## config.mk

```make
export PLATFORM = sky130hd
export DESIGN_NAME = nearest_departure_sorted_table_unit_flat
export DESIGN_NICKNAME = d
export VERILOG_FILES = /design/src/hdl/ndst_pkg.sv /design/src/hdl/ndst_req_if.sv /design/src/hdl/ndst_rsp_if.sv /design/src/hdl/ndst_cell.sv /design/src/hdl/nearest_departure_sorted_table_unit.sv /design/src/flat_wrapper.sv
export SDC_FILE = /design/constraint.sdc
export NUM_CORES = 2
export LEC_CHECK = 0
export BUFFER_PORTS_ARGS = -buffer_cell sky130_fd_sc_hd__buf_2
export CORE_ASPECT_RATIO = 1.2
export CORE_UTILIZATION = 50
export DETAILED_ROUTE_END_ITERATION = 10
export HOLD_SLACK_MARGIN = 0.05
export PLACE_DENSITY = 0.65
export SYNTH_ARGS = -nofsm -noshare
export SYNTH_HDL_FRONTEND = slang
export SYNTH_SLANG_ARGS = --single-unit
export TNS_END_PERCENT = 20
```

## constraint.sdc

```tcl
create_clock -name clk_i -period 14.26 [get_ports clk_i]
set_input_delay 2.852 -clock clk_i [delete_from_list [all_inputs] [get_ports clk_i]]
set_output_delay 2.852 -clock clk_i [all_outputs]
set_load 0.05 [all_outputs]
```

## src/hdl/ndst_pkg.sv

```systemverilog
// ----------------------------------------------------------------------------
// ndst_pkg: shared definitions for the nearest departure sorted table
// Table depth, field widths, codes and the types passed between the cells.
// ----------------------------------------------------------------------------
`timescale 1ns / 1ps
`default_nettype none

package ndst_pkg;

  localparam int TABLE_DEPTH = 64;
  localparam int MIN_W       = 11;
  localparam int IDX_W       = $clog2(TABLE_DEPTH);
  localparam int CNT_W       = $clog2(TABLE_DEPTH + 1);

  typedef enum logic {
    ACT_INSERT = 1'b0,
    ACT_QUERY  = 1'b1
  } action_e;

  typedef enum logic [1:0] {
    ST_INSERTED = 2'd0,
    ST_MATCHED  = 2'd1,
    ST_EMPTY    = 2'd2,
    ST_FULL     = 2'd3
  } status_e;

  typedef enum logic [1:0] {
    S_IDLE,
    S_INSERT,
    S_SCAN,
    S_RESULT
  } state_e;

  typedef struct packed {
    logic [MIN_W-1:0] dep;
    logic [MIN_W-1:0] arr;
  } entry_t;

  typedef struct packed {
    logic insert;
    logic rotate;
  } cell_ctrl_t;

endpackage

`default_nettype wire

```

## src/hdl/ndst_req_if.sv

```systemverilog
// ----------------------------------------------------------------------------
// ndst_req_if: request channel of the nearest departure sorted table
// Carries one insert or query transaction with a valid/ready handshake.
// ----------------------------------------------------------------------------
`timescale 1ns / 1ps
`default_nettype none

interface ndst_req_if import ndst_pkg::*; ();
  logic             valid;
  logic             ready;
  logic             action;
  logic [MIN_W-1:0] departure_minute;
  logic [MIN_W-1:0] arrival_minute;
  logic [MIN_W-1:0] query_minute;

  modport source (
    output valid, action, departure_minute, arrival_minute, query_minute,
    input  ready
  );
  modport sink (
    input  valid, action, departure_minute, arrival_minute, query_minute,
    output ready
  );
endinterface

`default_nettype wire

```

## src/hdl/ndst_rsp_if.sv

```systemverilog
// ----------------------------------------------------------------------------
// ndst_rsp_if: response channel of the nearest departure sorted table
// Carries one result transaction with a valid/ready handshake.
// ----------------------------------------------------------------------------
`timescale 1ns / 1ps
`default_nettype none

interface ndst_rsp_if import ndst_pkg::*; ();
  logic             valid;
  logic             ready;
  logic [MIN_W-1:0] found_departure;
  logic [MIN_W-1:0] found_arrival;
  logic [1:0]       status;

  modport source (
    output valid, found_departure, found_arrival, status,
    input  ready
  );
  modport sink (
    input  valid, found_departure, found_arrival, status,
    output ready
  );
endinterface

`default_nettype wire

```

## src/hdl/ndst_cell.sv

```systemverilog
// ----------------------------------------------------------------------------
// ndst_cell: one slot of the sorted table
// Holds one entry; shifts up on an insert, rotates down during a query scan.
// ----------------------------------------------------------------------------
`timescale 1ns / 1ps
`default_nettype none

module ndst_cell import ndst_pkg::*; (
  input  wire logic             clk_i,
  input  wire logic [IDX_W-1:0] cell_idx_i,
  input  wire logic [CNT_W-1:0] count_i,
  input  wire cell_ctrl_t       ctrl_i,
  input  wire logic [MIN_W-1:0] new_dep_i,
  input  wire logic [MIN_W-1:0] new_arr_i,
  input  wire entry_t           prev_entry_i,
  input  wire logic             prev_ge_i,
  input  wire entry_t           next_entry_i,
  output entry_t                entry_o,
  output logic                  ge_o
);

  entry_t entry_q, entry_d;
  logic   occupied;
  logic   at_end;

  assign occupied = {1'b0, cell_idx_i} < count_i;
  assign at_end   = {1'b0, cell_idx_i} == count_i;
  // This slot holds an entry that the new one must go ahead of.
  assign ge_o     = occupied && (entry_q.dep >= new_dep_i);

  always_comb begin
    entry_d = entry_q;
    if (ctrl_i.insert) begin
      if (prev_ge_i) begin
        entry_d = prev_entry_i;
      end else if (ge_o || at_end) begin
        entry_d.dep = new_dep_i;
        entry_d.arr = new_arr_i;
      end
    end else if (ctrl_i.rotate) begin
      entry_d = next_entry_i;
    end
  end

  always_ff @(posedge clk_i) begin
    entry_q <= entry_d;
  end

  assign entry_o = entry_q;

endmodule

`default_nettype wire

```

## src/hdl/nearest_departure_sorted_table_unit.sv

```systemverilog
// ----------------------------------------------------------------------------
// nearest_departure_sorted_table_unit: sorted departure table with lookup
// Inserts keep the table sorted; queries return the nearest departure.
// ----------------------------------------------------------------------------
// Sequence: an accepted insert goes through S_INSERT and a query through
// S_SCAN, one full rotation of the cell chain; then, as for an empty or full
// case, S_RESULT loads the output register once that register is free.
// Flow: one transaction at a time; queries are bound by the chain rotation.
// Reset: rst_ni clears the entry count, the controller and the output valid;
// table cells hold no reset value and are read only after they are written.
`timescale 1ns / 1ps
`default_nettype none

module nearest_departure_sorted_table_unit import ndst_pkg::*; (
  input  wire logic   clk_i,
  input  wire logic   rst_ni,
  ndst_req_if.sink    req_i,
  ndst_rsp_if.source  rsp_o
);

  // Controller state and the latched request.
  state_e           state_q, state_d;
  logic             action_q;
  logic [MIN_W-1:0] dep_q;
  logic [MIN_W-1:0] arr_q;
  logic [MIN_W-1:0] qry_q;
  status_e          status_q, status_d;
  logic [CNT_W-1:0] count_q;

  // Scan bookkeeping. The chain rotates one slot toward cell zero per cycle,
  // so on scan step k the head of the chain shows entry k. After TABLE_DEPTH
  // steps every entry is back in its own cell.
  logic [IDX_W-1:0] step_q;
  logic             found_q;
  entry_t           prev_q;
  entry_t           pick_q;

  // Output register.
  logic             out_valid_q;
  logic [MIN_W-1:0] out_dep_q;
  logic [MIN_W-1:0] out_arr_q;
  status_e          out_status_q;

  // Controller outputs.
  logic       accept;
  logic       load_out;
  cell_ctrl_t cell_ctrl;

  logic table_full;
  logic table_empty;
  assign table_full  = count_q == CNT_W'(TABLE_DEPTH);
  assign table_empty = count_q == '0;

  // --------------------------------------------------------------------------
  // Chain of cells. Each cell sees its lower neighbor for inserts (entries
  // move up to open a gap) and its upper neighbor for the scan rotation.
  // --------------------------------------------------------------------------
  entry_t cell_entry [TABLE_DEPTH];
  logic   cell_ge    [TABLE_DEPTH];

  for (genvar i = 0; i < TABLE_DEPTH; i++) begin : g_cell
    entry_t prev_entry;
    logic   prev_ge;

    if (i == 0) begin : g_first
      assign prev_entry = '0;
      assign prev_ge    = 1'b0;
    end else begin : g_rest
      assign prev_entry = cell_entry[i-1];
      assign prev_ge    = cell_ge[i-1];
    end

    ndst_cell u_cell (
      .clk_i        (clk_i),
      .cell_idx_i   (IDX_W'(i)),
      .count_i      (count_q),
      .ctrl_i       (cell_ctrl),
      .new_dep_i    (dep_q),
      .new_arr_i    (arr_q),
      .prev_entry_i (prev_entry),
      .prev_ge_i    (prev_ge),
      .next_entry_i (cell_entry[(i + 1) % TABLE_DEPTH]),
      .entry_o      (cell_entry[i]),
      .ge_o         (cell_ge[i])
    );
  end

  // --------------------------------------------------------------------------
  // Next state.
  // --------------------------------------------------------------------------
  always_comb begin
    state_d  = state_q;
    status_d = status_q;
    case (state_q)
      S_IDLE: begin
        if (req_i.valid) begin
          if (req_i.action == ACT_INSERT) begin
            status_d = table_full ? ST_FULL : ST_INSERTED;
            state_d  = table_full ? S_RESULT : S_INSERT;
          end else begin
            status_d = table_empty ? ST_EMPTY : ST_MATCHED;
            state_d  = table_empty ? S_RESULT : S_SCAN;
          end
        end
      end
      S_INSERT: state_d = S_RESULT;
      S_SCAN: begin
        if (step_q == IDX_W'(TABLE_DEPTH - 1)) begin
          state_d = S_RESULT;
        end
      end
      S_RESULT: begin
        if (!out_valid_q || rsp_o.ready) begin
          state_d = S_IDLE;
        end
      end
      default: state_d = S_IDLE;
    endcase
  end

  // --------------------------------------------------------------------------
  // Controller outputs.
  // --------------------------------------------------------------------------
  always_comb begin
    accept           = 1'b0;
    load_out         = 1'b0;
    cell_ctrl.insert = 1'b0;
    cell_ctrl.rotate = 1'b0;
    case (state_q)
      S_IDLE:   accept = 1'b1;
      S_INSERT: cell_ctrl.insert = 1'b1;
      S_SCAN:   cell_ctrl.rotate = 1'b1;
      S_RESULT: load_out = !out_valid_q || rsp_o.ready;
      default: begin
        accept = 1'b0;
      end
    endcase
  end

  assign req_i.ready = accept;

  always_ff @(posedge clk_i or negedge rst_ni) begin
    if (!rst_ni) begin
      state_q  <= S_IDLE;
      status_q <= ST_INSERTED;
      count_q  <= '0;
    end else begin
      state_q  <= state_d;
      status_q <= status_d;
      if (cell_ctrl.insert) begin
        count_q <= count_q + CNT_W'(1);
      end
    end
  end

  always_ff @(posedge clk_i) begin
    if (accept && req_i.valid) begin
      action_q <= req_i.action;
      dep_q    <= req_i.departure_minute;
      arr_q    <= req_i.arrival_minute;
      qry_q    <= req_i.query_minute;
    end
  end

  // --------------------------------------------------------------------------
  // Query scan at the head of the chain. The head is compared with the entry
  // seen one step earlier; the first bracketing pair decides, and the earlier
  // entry wins when the query is at or below the rounded-down midpoint.
  // A query below the first departure takes the first entry, and a query
  // past every pair falls through to the last entry.
  // --------------------------------------------------------------------------
  entry_t           head;
  logic             step_live;
  logic             is_last;
  logic             bracket;
  logic [MIN_W:0]   pair_sum;
  logic [MIN_W-1:0] mid;

  assign head      = cell_entry[0];
  assign step_live = {1'b0, step_q} < count_q;
  assign is_last   = {1'b0, step_q} == (count_q - CNT_W'(1));
  assign bracket   = (step_q != '0) && (qry_q >= prev_q.dep) && (qry_q <= head.dep);
  assign pair_sum  = {1'b0, prev_q.dep} + {1'b0, head.dep};
  assign mid       = pair_sum[MIN_W:1];

  always_ff @(posedge clk_i or negedge rst_ni) begin
    if (!rst_ni) begin
      step_q  <= '0;
      found_q <= 1'b0;
    end else if (accept) begin
      step_q  <= '0;
      found_q <= 1'b0;
    end else if (cell_ctrl.rotate) begin
      step_q <= step_q + IDX_W'(1);
      if (step_live && !found_q && (bracket || is_last ||
          ((step_q == '0) && (head.dep > qry_q)))) begin
        found_q <= 1'b1;
      end
    end
  end

  always_ff @(posedge clk_i) begin
    if (cell_ctrl.rotate) begin
      prev_q <= head;
      if (step_live && !found_q) begin
        if (bracket) begin
          pick_q <= (qry_q <= mid) ? prev_q : head;
        end else if (is_last || ((step_q == '0) && (head.dep > qry_q))) begin
          pick_q <= head;
        end
      end
    end
  end

  // --------------------------------------------------------------------------
  // Output register. It holds a finished result while the controller already
  // works on the next transaction.
  // --------------------------------------------------------------------------
  always_ff @(posedge clk_i or negedge rst_ni) begin
    if (!rst_ni) begin
      out_valid_q <= 1'b0;
    end else if (load_out) begin
      out_valid_q <= 1'b1;
    end else if (rsp_o.ready) begin
      out_valid_q <= 1'b0;
    end
  end

  always_ff @(posedge clk_i) begin
    if (load_out) begin
      out_status_q <= status_q;
      out_dep_q    <= (status_q == ST_MATCHED) ? pick_q.dep : '0;
      out_arr_q    <= (status_q == ST_MATCHED) ? pick_q.arr : '0;
    end
  end

  assign rsp_o.valid           = out_valid_q;
  assign rsp_o.found_departure = out_dep_q;
  assign rsp_o.found_arrival   = out_arr_q;
  assign rsp_o.status          = out_status_q;

  // --------------------------------------------------------------------------
  // Assertions.
  // --------------------------------------------------------------------------
  a_count_bound: assert property (@(posedge clk_i) disable iff (!rst_ni)
    count_q <= CNT_W'(TABLE_DEPTH))
    else $error("entry count exceeds table depth");

  a_count_only_insert: assert property (@(posedge clk_i) disable iff (!rst_ni)
    !$stable(count_q) |-> $past(state_q) == S_INSERT)
    else $error("entry count changed outside an insert");

  a_insert_not_full: assert property (@(posedge clk_i) disable iff (!rst_ni)
    (state_q == S_INSERT) |-> (!table_full && action_q == ACT_INSERT))
    else $error("insert started on a full table");

  a_scan_not_empty: assert property (@(posedge clk_i) disable iff (!rst_ni)
    (state_q == S_SCAN) |-> (!table_empty && action_q == ACT_QUERY))
    else $error("scan started on an empty table");

  a_scan_found: assert property (@(posedge clk_i) disable iff (!rst_ni)
    (state_q == S_RESULT && status_q == ST_MATCHED) |-> found_q)
    else $error("query result without a picked entry");

endmodule

`default_nettype wire
```

## src/flat_wrapper.sv

```systemverilog
// flat-port wrapper written by rule: the top's interface ports become plain ports
module nearest_departure_sorted_table_unit_flat import ndst_pkg::*;
  (clk_i, rst_ni, req_i_valid, req_i_action, req_i_departure_minute, req_i_arrival_minute, req_i_query_minute, req_i_ready, rsp_o_valid, rsp_o_found_departure, rsp_o_found_arrival, rsp_o_status, rsp_o_ready);
  ndst_req_if req_i_i ();
  ndst_rsp_if rsp_o_i ();
  input  wire logic clk_i;
  input  wire logic rst_ni;
  input wire logic [$bits(req_i_i.valid)-1:0] req_i_valid;
  input wire logic [$bits(req_i_i.action)-1:0] req_i_action;
  input wire logic [$bits(req_i_i.departure_minute)-1:0] req_i_departure_minute;
  input wire logic [$bits(req_i_i.arrival_minute)-1:0] req_i_arrival_minute;
  input wire logic [$bits(req_i_i.query_minute)-1:0] req_i_query_minute;
  output wire logic [$bits(req_i_i.ready)-1:0] req_i_ready;
  output wire logic [$bits(rsp_o_i.valid)-1:0] rsp_o_valid;
  output wire logic [$bits(rsp_o_i.found_departure)-1:0] rsp_o_found_departure;
  output wire logic [$bits(rsp_o_i.found_arrival)-1:0] rsp_o_found_arrival;
  output wire logic [$bits(rsp_o_i.status)-1:0] rsp_o_status;
  input wire logic [$bits(rsp_o_i.ready)-1:0] rsp_o_ready;
  assign req_i_i.valid = req_i_valid;
  assign req_i_i.action = req_i_action;
  assign req_i_i.departure_minute = req_i_departure_minute;
  assign req_i_i.arrival_minute = req_i_arrival_minute;
  assign req_i_i.query_minute = req_i_query_minute;
  assign req_i_ready = req_i_i.ready;
  assign rsp_o_valid = rsp_o_i.valid;
  assign rsp_o_found_departure = rsp_o_i.found_departure;
  assign rsp_o_found_arrival = rsp_o_i.found_arrival;
  assign rsp_o_status = rsp_o_i.status;
  assign rsp_o_i.ready = rsp_o_ready;
  nearest_departure_sorted_table_unit u_core (.clk_i(clk_i), .rst_ni(rst_ni), .req_i(req_i_i), .rsp_o(rsp_o_i));
endmodule
```

==> results.json <==
{
  "ys_top_cells_by_area": "edfxtp_1 (48%), mux2i_1 (10%), ha_1 (10%), a21oi_1 (6.2%), nor2_1 (5.3%)",
  "gr-usage-all-layers": 0.307,
  "timing.rr.end": "u_core.g_cell[21].u_cell.entry_o[20]",
  "viasPerCell": 6.39,
  "clockBufferDepth": 3,
  "clock_power_share": 0.152,
  "place_hpwl_um": 201000,
  "status": "complete, but fails checks",
  "gp_congestion": 0.965,
  "maxSlewViolCount": 1,
  "fmax_ghz": 0.179,
  "cap_violations": 1,
  "drtPass1Iterations": 6,
  "cts_root_buf": "clkbuf_16",
  "crit_chain": "buf_4 > inv_4 > buf_4 > buf_4 > ha_1 > a21o_1 > a2111oi_0 > o21ai_1 > a2111oi_1 > nor3_4 > buf_4 > a21oi_1 > a31oi_2 > buf_4",
  "min_from": "u_core.status_q[0]",
  "synth_async_sr_flop_share": 0.0124,
  "min_to": "u_core.rsp_o.status[0]",
  "pwr-share-seq": 0.413,
  "critPathLaunchType": "flop",
  "grt_max_degree": 262,
  "utilization": 0.545,
  "io_pins": 64,
  "antenna_found_initial": 12,
  "io_buffers": 63,
  "finalSetupViolCount": 0,
  "die_width_um": 397,
  "ys.flop_type": "edfxtp_1",
  "syn_area_sq_um": 93700,
  "period_share": 0.392,
  "post-route-drc-count": 0,
  "cts_hold_buffers": 0,
  "cts-buffers-inserted": 162,
  "htreeDepth": 4,
  "p_per_area_nw_per_um2": 268,
  "grt_pass1_wl_um": 443000,
  "die_y_um": 476,
  "clock_latency_ps": 870,
  "ys_warn_count": 0,
  "r2r_slack_ps": 8670,
  "p_int_mw": 15.3,
  "violations": "max-capacitance violations, max-slew violations",
  "crit_type": "reg2reg",
  "switchingPower_mw": 11.8,
  "synth_top_area_cell": "edfxtp_1",
  "core_sq_um": 186000,
  "synth.top_cell.area_share": 0.484,
  "combPwrFrac": 0.435,
  "grt_overflow_total": 0,
  "rsz0062_at_grt": "false",
  "wire_per_inst_um": 26.4,
  "cts_resized": 0,
  "cpMaxStageDelayCell": "buf_4",
  "finalNetCount": 9510,
  "ys_ff_latch": 1528,
  "end_kind": "flop",
  "area_growth_pct": 8.03,
  "worst_pin_slew_ps": 1490,
  "place_inst": 11000,
  "vdd_drop_max_v": 0.000276,
  "whs_path_depth": 0,
  "synth_cells": 8938,
  "cts_sinks": 1528,
  "die_area_sq_um": 189000,
  "clock-skew-final_ps": 37.0,
  "fin_cells": 11300,
  "finalHoldViolCount": 0,
  "min_path_type": "reg2reg",
  "critPathMaxFanout": 56,
  "min_period_ps": 5590,
  "grt_pass1_vias": 70200,
  "swShare": 0.435,
  "synth-seq-area-share": 0.489,
  "leakage_nw": 41.9,
  "syn_nets": 9741,
  "clk_pin_slew_ps": 60,
  "drive_gt1_frac": 0.0735,
  "slowest_delay_ps": 810,
  "cts_tree": "built",
  "placementRows": 173,
  "yosysUniqueCellTypes": 93,
  "maxSlewHeadroom": -0.00276,
  "reg2reg_from": "u_core.dep_q[4]",
  "final.setup.tns_ps": 0,
  "totalWireLength_um": 298000,
  "avgSynthCellArea_sq_um": 10.5,
  "cp.required_ps": 14860,
  "cp_common_cell": "buf_4",
  "crit_arrival_ps": 6190,
  "synth_edf_count": 1509,
  "postCtsSetupRepairBufs": 0,
  "initial_utilization": 0.504,
  "ant_nets": 0,
  "ff2ff_path_depth": 14,
  "vias": 72200,
  "drt_iter0_markers": 7997
}
## per-layer routing
metal / global-route usage / wire length (um) / up-vias
li1: - / - / 32800
met1: 0.409 / 124000 / 35600
met2: 0.481 / 136000 / 3097
met3: 0.0532 / 22400 / 710
met4: 0.151 / 15100 / 8
met5: 0 / 57 / -
## how the worst max path moves through the flow
stage,slack [ps],startpoint,cells after the start,end
2_1_floorplan,9300,u_core.dep_q[4],10,u_core.g_cell[24].u_cell.entry_o[0]
3_3_place_gp,8760,u_core.dep_q[4],14,u_core.g_cell[22].u_cell.entry_o[7]
6_report,8670,u_core.dep_q[4],14,u_core.g_cell[21].u_cell.entry_o[20]
3_5_place_dp,8740,u_core.dep_q[4],11,u_core.g_cell[18].u_cell.entry_o[3]
5_1_grt,8410,u_core.dep_q[4],14,u_core.g_cell[21].u_cell.entry_o[20]
4_1_cts,8720,u_core.dep_q[4],11,u_core.g_cell[18].u_cell.entry_o[6]
## cell type report
cell class	count	area, sq um
fill	16300	84500
sequential	1528	45800
multi-input combinational	6407	44100
clock buffer	218	4370
tap	2450	3070
timing repair buffer	270	1930
inverter	338	1290
clock inverter	72	591
antenna	12	30.0
## cell usage after synthesis (44+ instances only)
library cell	instances
o21ai_0	165
nand4_1	52
nand3_1	261
nand2_1	546
and2_1	51
mux2i_1	980
a21o_1	59
buf_1	44
nor2_1	1312
edfxtp_1	1509
o221ai_1	222
nand2b_1	81
inv_1	334
buf_2	81
ha_1	764
clkbuf_1	447
a31oi_1	258
a211oi_1	58
buf_4	62
a21oi_1	1165
## sequential cells by signal, summed over array words and instances, names as in the netlist
signal,flops
u_core.found_q,1
u_core.qry_q,11
u_core.rsp_o.found_arrival,11
u_core.g_cell.u_cell.entry_o,1408
u_core.rsp_o.status,2
u_core.count_q,7
u_core.dep_q,11
u_core.rsp_o.valid,1
u_core.arr_q,11
u_core.pick_q,22
u_core.status_q,2
u_core.state_q,2
u_core.step_q,6
u_core.prev_q,22
u_core.rsp_o.found_departure,11
## placed cells by master, fill, tap and decap left out, types with 11 or more instances in the layout
| cell | count |
|---|---|
| edfxtp_1 | 1509 |
| nor2_1 | 1306 |
| a21oi_1 | 1152 |
| mux2i_1 | 980 |
| ha_1 | 762 |
| nand2_1 | 529 |
| inv_1 | 324 |
| nand3_1 | 261 |
| a31oi_1 | 222 |
| o221ai_1 | 221 |
| buf_4 | 202 |
| o21ai_0 | 165 |
| clkbuf_16 | 165 |
| nand2b_1 | 81 |
| buf_2 | 63 |
| a21o_1 | 59 |
| a211oi_1 | 58 |
| nand4_1 | 52 |
| and2_1 | 51 |
| clkbuf_1 | 49 |
| o21a_1 | 43 |
| nor3_1 | 37 |
| a31oi_2 | 35 |
| a211o_1 | 33 |
| clkinv_2 | 29 |
| clkinv_1 | 25 |
| or3_1 | 22 |
| nand2_2 | 22 |
| nor4_1 | 20 |
| dfrtp_1 | 18 |
| xnor2_1 | 16 |
| o21ai_1 | 15 |
| o211a_1 | 15 |
| o2111ai_1 | 15 |
| nor2b_1 | 13 |
| and3_1 | 13 |
| diode_2 | 12 |
| o22ai_1 | 11 |
| a21oi_2 | 11 |
## through the flow
| step | setup WS, ps | hold slack (ps) | total power, mW | area, sq um |
|---|---|---|---|---|
| 2_1_floorplan | 9300 | 439 | 18.5 | 93700 |
| 3_3_place_gp | 8760 | 449 | 22.3 | 96200 |
| 3_5_place_dp | 8740 | 460 | 22.7 | 96200 |
| 4_1_cts | 8720 | 477 | 26.9 | 101000 |
| 5_1_grt | 8410 | 501 | 28.7 | 101000 |
| 6_report | 8670 | 478 | 27.1 | 101000 |
## cells by family after synthesis
| family | synth area share |
|---|---|
| XOR/XNOR | 0.00243 |
| AO/OA/AOI/OAI | 0.143 |
| adder cells (fa/ha/maj) | 0.102 |
| multiplexers | 0.106 |
| buffers and inverters | 0.0467 |
| AND/OR/NAND/NOR | 0.110 |
| flip-flops | 0.489 |
## power by group through the flow
stage	Clock, mW	Combinational (mW)	Sequential [mW]
3_3_place_gp	0	11.2	11.1
4_1_cts	4.17	11.6	11.1
5_1_grt	4.32	13.0	11.4
6_report	4.13	11.8	11.2
2_1_floorplan	0	8.16	10.4
3_5_place_dp	0	11.6	11.2
## worst max-delay path: cells and delay by family (launching register included)
family / cells / cell delay, ps
compound gates: 6 / 1900
buf+inv: 6 / 2650
simple gates: 1 / 40
flops: 1 / 320
fa+ha+maj: 1 / 360
No activity file was read; power rests on OpenSTA's default activity.
